===== config.mk =====
export PLATFORM = sky130hd
export DESIGN_NAME = record_quicksort_by_key_top
export DESIGN_NICKNAME = d
export VERILOG_FILES = /design/src/sv/rqsk_pkg.sv /design/src/sv/record_quicksort_by_key_top.sv
export SDC_FILE = /design/constraint.sdc
export NUM_CORES = 2
export LEC_CHECK = 0
export BUFFER_PORTS_ARGS = -buffer_cell sky130_fd_sc_hd__clkbuf_2
export CAP_MARGIN = 40
export CORE_MARGIN = 1
export CORE_UTILIZATION = 57
export CTS_CLUSTER_SIZE = 20
export DETAILED_ROUTE_END_ITERATION = 8
export PLACE_DENSITY = 0.73
export SLEW_MARGIN = 0
export SYNTH_ARGS = -nofsm -noshare
export SYNTH_HDL_FRONTEND = slang
export SYNTH_SLANG_ARGS = --single-unit

===== constraint.sdc =====
create_clock -name clock -period 7.6 [get_ports clock]
set_input_delay 1.9 -clock clock [delete_from_list [all_inputs] [get_ports clock]]
set_output_delay 1.9 -clock clock [all_outputs]
set_load 0.005 [all_outputs]

===== src/sv/rqsk_pkg.sv =====
// Package for record_quicksort_by_key: shared constants.
// No dependencies.
package rqsk_pkg;
   localparam int unsigned TAG_BITS = 6;
   localparam int unsigned IO_KEY_BITS = 8;
   localparam logic [0:0] REG_DESCENDING = 1'b0;
endpackage


===== src/sv/record_quicksort_by_key_top.sv =====
// Top level of record_quicksort_by_key: record store, range stack and sort sequencer.
// Depends on rqsk_pkg.
//
// Records arrive one per cycle on req_ (tdata: key_age[7:0], record_tag[13:8]; tlast: last_in)
// and are written into a record memory with one write and one read port. The transaction with
// tlast closes the set: the block stops taking input and runs Hoare quicksort with the middle
// pivot, keeping pending ranges on an explicit stack. One shared key compare unit and one record
// memory do all the work. Each compare step reads a record and then compares it, each swap
// writes the two records back, and every popped range adds a stack read, a pivot fetch and the
// pushes. Output then reads each record and presents it, holding on any rsp_tready stall. The
// results leave in order on rsp_, with tlast on the final one. Records beyond MAX_RECORDS are
// dropped. No clearing pass is needed.
module record_quicksort_by_key_top #(
   parameter int MAX_RECORDS = 64,
   parameter int KEY_BITS = 8
) (
   input  logic        clock,
   input  logic        reset,
   input  logic        req_tvalid,
   output logic        req_tready,
   input  logic [15:0] req_tdata,   // key_age[7:0], record_tag[13:8], zeros
   input  logic        req_tlast,
   output logic        rsp_tvalid,
   input  logic        rsp_tready,
   output logic [15:0] rsp_tdata,   // sorted_key[7:0], sorted_tag[13:8], zeros
   output logic        rsp_tlast,
   input  logic        csr_psel,
   input  logic        csr_penable,
   input  logic        csr_pwrite,
   input  logic [1:0]  csr_paddr,
   input  logic [31:0] csr_pwdata,
   output logic [31:0] csr_prdata,
   output logic        csr_pready
);
   localparam int AW = (MAX_RECORDS > 1) ? $clog2(MAX_RECORDS) : 1;
   localparam int CW = AW + 1;
   localparam int TB = rqsk_pkg::TAG_BITS;
   localparam int RW = KEY_BITS + TB;
   localparam logic signed [CW+1:0] ONE_S = 1;

   typedef enum logic [3:0] {
      S_LOAD, S_POPW, S_POP, S_PIV, S_PIVW, S_LRD, S_LCMP, S_RRD, S_RCMP,
      S_SWP1, S_SWP2, S_PUSH1, S_PUSH2, S_OUTRD, S_OUT
   } state_type;

   state_type state_ff;
   logic desc_ff;
   logic [CW-1:0] count_ff, sp_ff, base_ff, len_ff, out_ff;
   logic signed [CW+1:0] li_ff, ri_ff;
   logic [KEY_BITS-1:0] piv_ff;
   logic [RW-1:0] lrec_ff;

   logic [RW-1:0] mem [MAX_RECORDS];
   logic [2*CW-1:0] stk [MAX_RECORDS];
   logic [RW-1:0] rd_ff;
   logic [2*CW-1:0] srd_ff;
   logic [AW-1:0] raddr;
   logic          we;
   logic [AW-1:0] waddr;
   logic [RW-1:0] wdata;

   // config port
   assign csr_pready = 1'b1;
   assign csr_prdata = {31'd0, desc_ff};
   always_ff @(posedge clock) begin
      if (reset) desc_ff <= 1'b0;
      else if (csr_psel && csr_penable && csr_pwrite &&
               csr_paddr == {rqsk_pkg::REG_DESCENDING, 1'b0} && csr_pready)
         desc_ff <= csr_pwdata[0];
   end

   // shared compare unit: a strictly ahead of b
   function automatic logic goes_first(input logic d, input logic [KEY_BITS-1:0] a,
                                       input logic [KEY_BITS-1:0] b);
      goes_first = d ? (a > b) : (a < b);
   endfunction

   logic [KEY_BITS-1:0] cmp_a, cmp_b;
   logic cmp_q;
   assign cmp_q = goes_first(desc_ff, cmp_a, cmp_b);
   logic [KEY_BITS-1:0] rd_key;
   assign rd_key = rd_ff[KEY_BITS-1:0];
   always_comb begin
      if (state_ff == S_LCMP) begin cmp_a = rd_key; cmp_b = piv_ff; end
      else begin cmp_a = piv_ff; cmp_b = rd_key; end
   end

   logic acc;
   assign req_tready = (state_ff == S_LOAD);
   assign acc = req_tvalid && req_tready;

   logic [CW+1:0] li_abs, ri_abs;
   assign li_abs = CW'(base_ff) + li_ff;
   assign ri_abs = CW'(base_ff) + ri_ff;
   logic signed [CW+1:0] lenm1;
   assign lenm1 = $signed({2'b0, len_ff}) - ONE_S;

   always_comb begin
      raddr = AW'(out_ff);
      we = 1'b0; waddr = AW'(count_ff); wdata = lrec_ff;
      case (state_ff)
         S_LOAD: begin
            we = acc && (count_ff < CW'(MAX_RECORDS));
            wdata = {req_tdata[13:8], KEY_BITS'(req_tdata[7:0])};
         end
         S_PIV: raddr = AW'(base_ff + (len_ff >> 1));
         S_LRD, S_LCMP: raddr = AW'(li_abs);
         S_RRD, S_RCMP: raddr = AW'(ri_abs);
         S_SWP1: begin we = 1'b1; waddr = AW'(li_abs); wdata = rd_ff; end
         S_SWP2: begin we = 1'b1; waddr = AW'(ri_abs); wdata = lrec_ff; end
         S_OUT: raddr = AW'(out_ff);
         default: ;
      endcase
   end

   always_ff @(posedge clock) begin
      if (we) mem[waddr] <= wdata;
      rd_ff <= mem[raddr];
   end

   // stack memory: write on push, registered read of top
   logic spush;
   logic [2*CW-1:0] sdata;
   logic [CW-1:0] pb, pl;
   always_comb begin
      spush = 1'b0; pb = base_ff; pl = CW'(ri_ff + 1);
      if (state_ff == S_PUSH1) begin
         spush = (ri_ff + 1 < $signed({2'b0, len_ff})) && (ri_ff + 1 >= 2);
      end else if (state_ff == S_PUSH2) begin
         pb = CW'(li_abs); pl = CW'($signed({2'b0, len_ff}) - li_ff);
         spush = (li_ff > 0) && (pl >= 2);
      end else if (state_ff == S_LOAD) begin
         pb = '0; pl = count_ff + CW'(we);
         spush = acc && req_tlast && (pl >= 2);
      end
      sdata = {pb, pl};
   end
   always_ff @(posedge clock) begin
      if (spush && sp_ff < CW'(MAX_RECORDS)) stk[AW'(sp_ff)] <= sdata;
      srd_ff <= stk[AW'(sp_ff - 1'b1)];
   end
   logic do_push;
   assign do_push = spush && sp_ff < CW'(MAX_RECORDS);

   always_ff @(posedge clock) begin
      if (reset) begin
         state_ff <= S_LOAD; count_ff <= '0; sp_ff <= '0; out_ff <= '0;
         li_ff <= '0; ri_ff <= '0; piv_ff <= '0; base_ff <= '0; len_ff <= '0;
      end else begin
         if (do_push) sp_ff <= sp_ff + 1'b1;
         case (state_ff)
            S_LOAD: if (acc) begin
               count_ff <= count_ff + CW'(we);
               if (req_tlast) begin
                  out_ff <= '0;
                  state_ff <= S_POPW;
               end
            end
            // stack pointer is stable here, so srd_ff picks up the current top
            S_POPW: state_ff <= S_POP;
            S_POP: begin
               if (sp_ff == '0) state_ff <= S_OUTRD;
               else begin
                  base_ff <= srd_ff[2*CW-1:CW]; len_ff <= srd_ff[CW-1:0];
                  sp_ff <= sp_ff - 1'b1;
                  if (srd_ff[2*CW-1:CW] + srd_ff[CW-1:0] > count_ff || srd_ff[CW-1:0] < 2)
                     state_ff <= S_POPW;
                  else state_ff <= S_PIV;
               end
            end
            S_PIV: state_ff <= S_PIVW; // memory reads middle element
            S_PIVW: begin
               piv_ff <= rd_key; li_ff <= '0; ri_ff <= lenm1; state_ff <= S_LRD;
            end
            S_LRD: state_ff <= S_LCMP;
            S_LCMP: begin
               if (li_ff < lenm1 && cmp_q) begin
                  li_ff <= li_ff + ONE_S; state_ff <= S_LRD;
               end else begin
                  lrec_ff <= rd_ff; state_ff <= S_RRD;
               end
            end
            S_RRD: state_ff <= S_RCMP;
            S_RCMP: begin
               if (ri_ff > 0 && cmp_q) begin
                  ri_ff <= ri_ff - ONE_S; state_ff <= S_RRD;
               end else if (li_ff <= ri_ff) state_ff <= S_SWP1;
               else state_ff <= S_PUSH1;
            end
            S_SWP1: state_ff <= S_SWP2;
            S_SWP2: begin
               li_ff <= li_ff + ONE_S; ri_ff <= ri_ff - ONE_S;
               state_ff <= (li_ff + 1 <= ri_ff - 1) ? S_LRD : S_PUSH1;
            end
            S_PUSH1: state_ff <= S_PUSH2;
            S_PUSH2: state_ff <= S_POPW;
            S_OUTRD: state_ff <= (count_ff == '0) ? S_LOAD : S_OUT;
            S_OUT: if (rsp_tready) begin
               if (out_ff + 1'b1 == count_ff) begin
                  count_ff <= '0; state_ff <= S_LOAD;
               end else begin
                  out_ff <= out_ff + 1'b1; state_ff <= S_OUTRD;
               end
            end
            default: state_ff <= S_LOAD;
         endcase
      end
   end

   assign rsp_tvalid = (state_ff == S_OUT);
   assign rsp_tdata = {2'b00, rd_ff[RW-1:KEY_BITS], 8'(rd_ff[KEY_BITS-1:0])};
   assign rsp_tlast = (out_ff + 1'b1 == count_ff);

   a_no_input_while_sorting: assert property (@(posedge clock) disable iff (reset)
      state_ff != S_LOAD |-> !req_tready) else $error("ready while busy");
   a_count_bound: assert property (@(posedge clock) disable iff (reset)
      count_ff <= CW'(MAX_RECORDS)) else $error("count overflow");
   a_out_in_range: assert property (@(posedge clock) disable iff (reset)
      rsp_tvalid |-> out_ff < count_ff) else $error("output index past set");
endmodule

==> flow_summary.ini <==
[run_status]
outcome = finished, violations left
violations = DRC

[finish]
layout-drive-gt1-share_pct = 17.9
nets = 5151
syn2layout_area_growth_pct = 11.5

[timing]
setup_viol = 0
finalCritPeriodShare_pct = 81.5
fin_crit_ns = 6.19
hold_violations = 0
worstMarginPinSlew_ns = 0.981
tns_ns = 0
slew_headroom_pct = 34.4
fmax_ghz = 0.162
final-max-slew-violation-count = 0
fin_skew_ns = 0.0519
fin_ws_ns = 1.41
rsz0062_at_grt = false
timing.hold.ws_ns = 0.476

[global_routing]
grt_pass1_vias = 44400
antenna_found_initial = 3
grt-ovfl-total = 0
grt_pass1_wl_mm = 296
track_usage_pct = 28.9
grt_max_degree = 99

[hold_path]
hold_end = base_ff[2]
whs_path_depth = 2
hold_class = reg -> reg
holdCritStartpoint = srd_ff[9]

[place]
routabilityCongestion = 0.912
dpl_worst_slack_ns = 1.37
portBuffers = 42
detailed_place_hpwl_mm = 119

[run]
maxCapViolations = 0

[power]
powerDensity_nw_per_um2 = 337
ir_drop_v = 0.000475
p_leak_uw = 0.0294

[die]
dieArea_um2 = 140000
pin_count = 110
start_util_pct = 57.8
core_area_um2 = 136000
dieWidth_um = 374
die_height_um = 374
rows = 135

[yosys]
avgSynthCellArea_um2 = 16.3
ys_types = 103
seq_area_frac_synth_pct = 71.3
yosysWarningCount = 0
syn_inst = 4835
syn_area_um2 = 78700
synth_ff_type = edfxtp_1
async_reset_ff_share_pct = 0
ys_ff_latch = 1900
synth_enable_flop_cells = 1806

[critical_path]
critical_path_class = reg -> reg
reg2reg_from = state_ff[0]
cp.required_ns = 8.13
reg2reg_slack_ns = 1.41
cp.arrival_ns = 6.72
end_kind = flop
critPathLaunchType = flop
reg2reg_depth = 17
startpoint = state_ff[0]
crit_fanout = 27
r2r_end = stk[3][8]

[clock_tree]
cts_buffer_depth = 3
clock-root-buffer = clkbuf_16
insertion_delay_ns = 0.81
clk_pin_slew_ns = 0.07
cts_setup_buffers = 0
hold_buffers = 0
post_cts_resized = 0
cts.sinks = 1900
cts_tree = done
cts_buffers = 183
htreeDepth = 4

[route]
route.detailed.drc = 1
wl_mm = 202
drt_first_pass_iters = 9
wl_per_cell_um = 29.1
ant_nets = 0
vias_per_cell = 6.60
vias = 45800
drtIter0Drc = 6053
==> final cells by class <==
type / instances / area, um2
inverter: 57 / 214
fill: 9193 / 48400
sequential: 1900 / 56100
clock buffer: 230 / 4850
multi-input combinational: 2595 / 21100
clock inverter: 104 / 1100
tap: 1781 / 2230
timing repair buffer: 271 / 2110
antenna: 3 / 7.51
==> cell families (layout without fill, tap and decap cells) <==
logic type / Yosys count / after routing / synth area share (%)
DFF: 1900 / 1900 / 71.3
and+or+nand+nor: 1313 / 1313 / 7.55
AOI/OAI and AO/OA: 645 / 645 / 6.02
muxes: 445 / 445 / 10.5
buffers and inverters: 372 / 662 / 2.37
adders and majority gates: 86 / 86 / 1.41
xor gates and xnor gates: 72 / 72 / 0.802
other: 2 / 37 / 0.00955
==> state kept, by name, indices dropped and copies added, names as in the netlist <==
name	flops
li_ff	9
desc_ff	1
len_ff	7
sp_ff	7
mem	896
base_ff	7
count_ff	7
ri_ff	9
piv_ff	8
rd_ff	14
out_ff	7
stk	896
lrec_ff	14
srd_ff	14
state_ff	4
==> per-stage QoR <==
| step | area [um2] | cells | utilization [%] | power [uW] |
|---|---|---|---|---|
| after floorplan | 78800 | 4867 | - | 17700 |
| after global placement | 81600 | 6588 | 59.9 | 20400 |
| after detailed placement | 81700 | 6598 | 60.0 | 20600 |
| after CTS | 87700 | 6932 | 64.4 | 29500 |
| after global routing | 87700 | 6938 | 64.4 | 30400 |
| final | 87700 | 6941 | 64.4 | 29600 |
==> synthesized netlist by cell type, types with 15 or more instances <==
library cell | instances | area (um2)
a2111oi_0 | 17 | 149
a211oi_1 | 80 | 601
a21oi_1 | 122 | 611
a22oi_1 | 23 | 173
a311oi_1 | 39 | 342
a31oi_1 | 64 | 400
a32oi_1 | 43 | 377
and3_1 | 88 | 551
buf_1 | 40 | 150
buf_2 | 100 | 500
buf_4 | 55 | 413
clkbuf_1 | 105 | 394
dfxtp_1 | 94 | 1880
edfxtp_1 | 1806 | 54200
ha_1 | 80 | 1000
inv_1 | 56 | 210
mux2i_1 | 132 | 1320
mux4_2 | 304 | 6850
nand2_1 | 630 | 2360
nand2b_1 | 17 | 106
nand3_1 | 136 | 681
nand4_1 | 29 | 181
nor2_1 | 242 | 908
nor2b_1 | 37 | 231
nor3_1 | 49 | 245
o211ai_1 | 15 | 113
o21a_1 | 19 | 143
o21ai_0 | 45 | 225
o22ai_1 | 20 | 125
xnor2_1 | 54 | 473
xor2_1 | 18 | 158
==> cells in the final DEF (no fill, tap or decap), types with 14 or more instances in the layout <==
cell       synthesis  routed
edfxtp_1        1806    1806
nand2_1          630     615
mux4_2           304     304
nor2_1           242     235
buf_4             55     205
clkbuf_16          0     185
nand3_1          136     136
mux2i_1          132     132
a21oi_1          122     121
dfxtp_1           94      93
and3_1            88      88
a211oi_1          80      80
ha_1              80      79
a31oi_1           64      63
inv_1             56      56
xnor2_1           54      51
nor3_1            49      49
clkinv_1           1      44
a32oi_1           43      43
clkbuf_2           0      42
o21ai_0           45      41
clkbuf_1         105      40
a311oi_1          39      39
nor2b_1           37      37
conb_1             2      34
nand4_1           29      29
a22oi_1           23      23
clkinv_2           0      22
o22ai_1           20      20
o21a_1            19      18
xor2_1            18      17
nand2b_1          17      17
a2111oi_0         17      17
bufinv_16          0      16
o211ai_1          15      15
a21o_1            14      14
nand2_2            0      14
a32o_1            14      14
==> worst max-delay path, stage by stage, from the launching register on <==
cell and delay [ns]:
dfxtp_1 0.60, nor2_1 0.50, nand2_1 0.28, clkinv_1 0.09
buf_4 0.34, nand2_1 0.25, o21ai_0 0.32, ha_1 0.31
ha_1 0.34, nand3_1 0.13, xnor2_1 0.24, a41o_1 0.25
a21oi_1 0.16, a22oi_2 0.22, nor2_1 0.26, nand2_1 0.50
nor2_1 0.77, buf_4 0.31
==> report_power, final <==
group	total [uW]	internal (uW)	switching [uW]
Combinational	7310	2240	5070
Clock	9010	5090	3920
Sequential	13300	13000	261
Total	29600	20300	9250
==> how the worst max path moves through the flow <==
stage,endpoint,depth (start not counted)
final,stk[3][8],17
after floorplan,stk[0][4],7
after detailed placement,stk[2][10],14
after CTS,stk[2][11],17
after global routing,stk[3][4],17
after global placement,stk[9][8],13
==> layer usage <==
metal  track usage (%)  wire length [um]  up-vias
met4              10.7              7530        2
met1              40.5             77300    23200
met2              44.5             94500     2829
met5                 0                12        -
li1                  -                 -    19400
met3              6.70             22800      428
(Power assumes the default switching activity.)
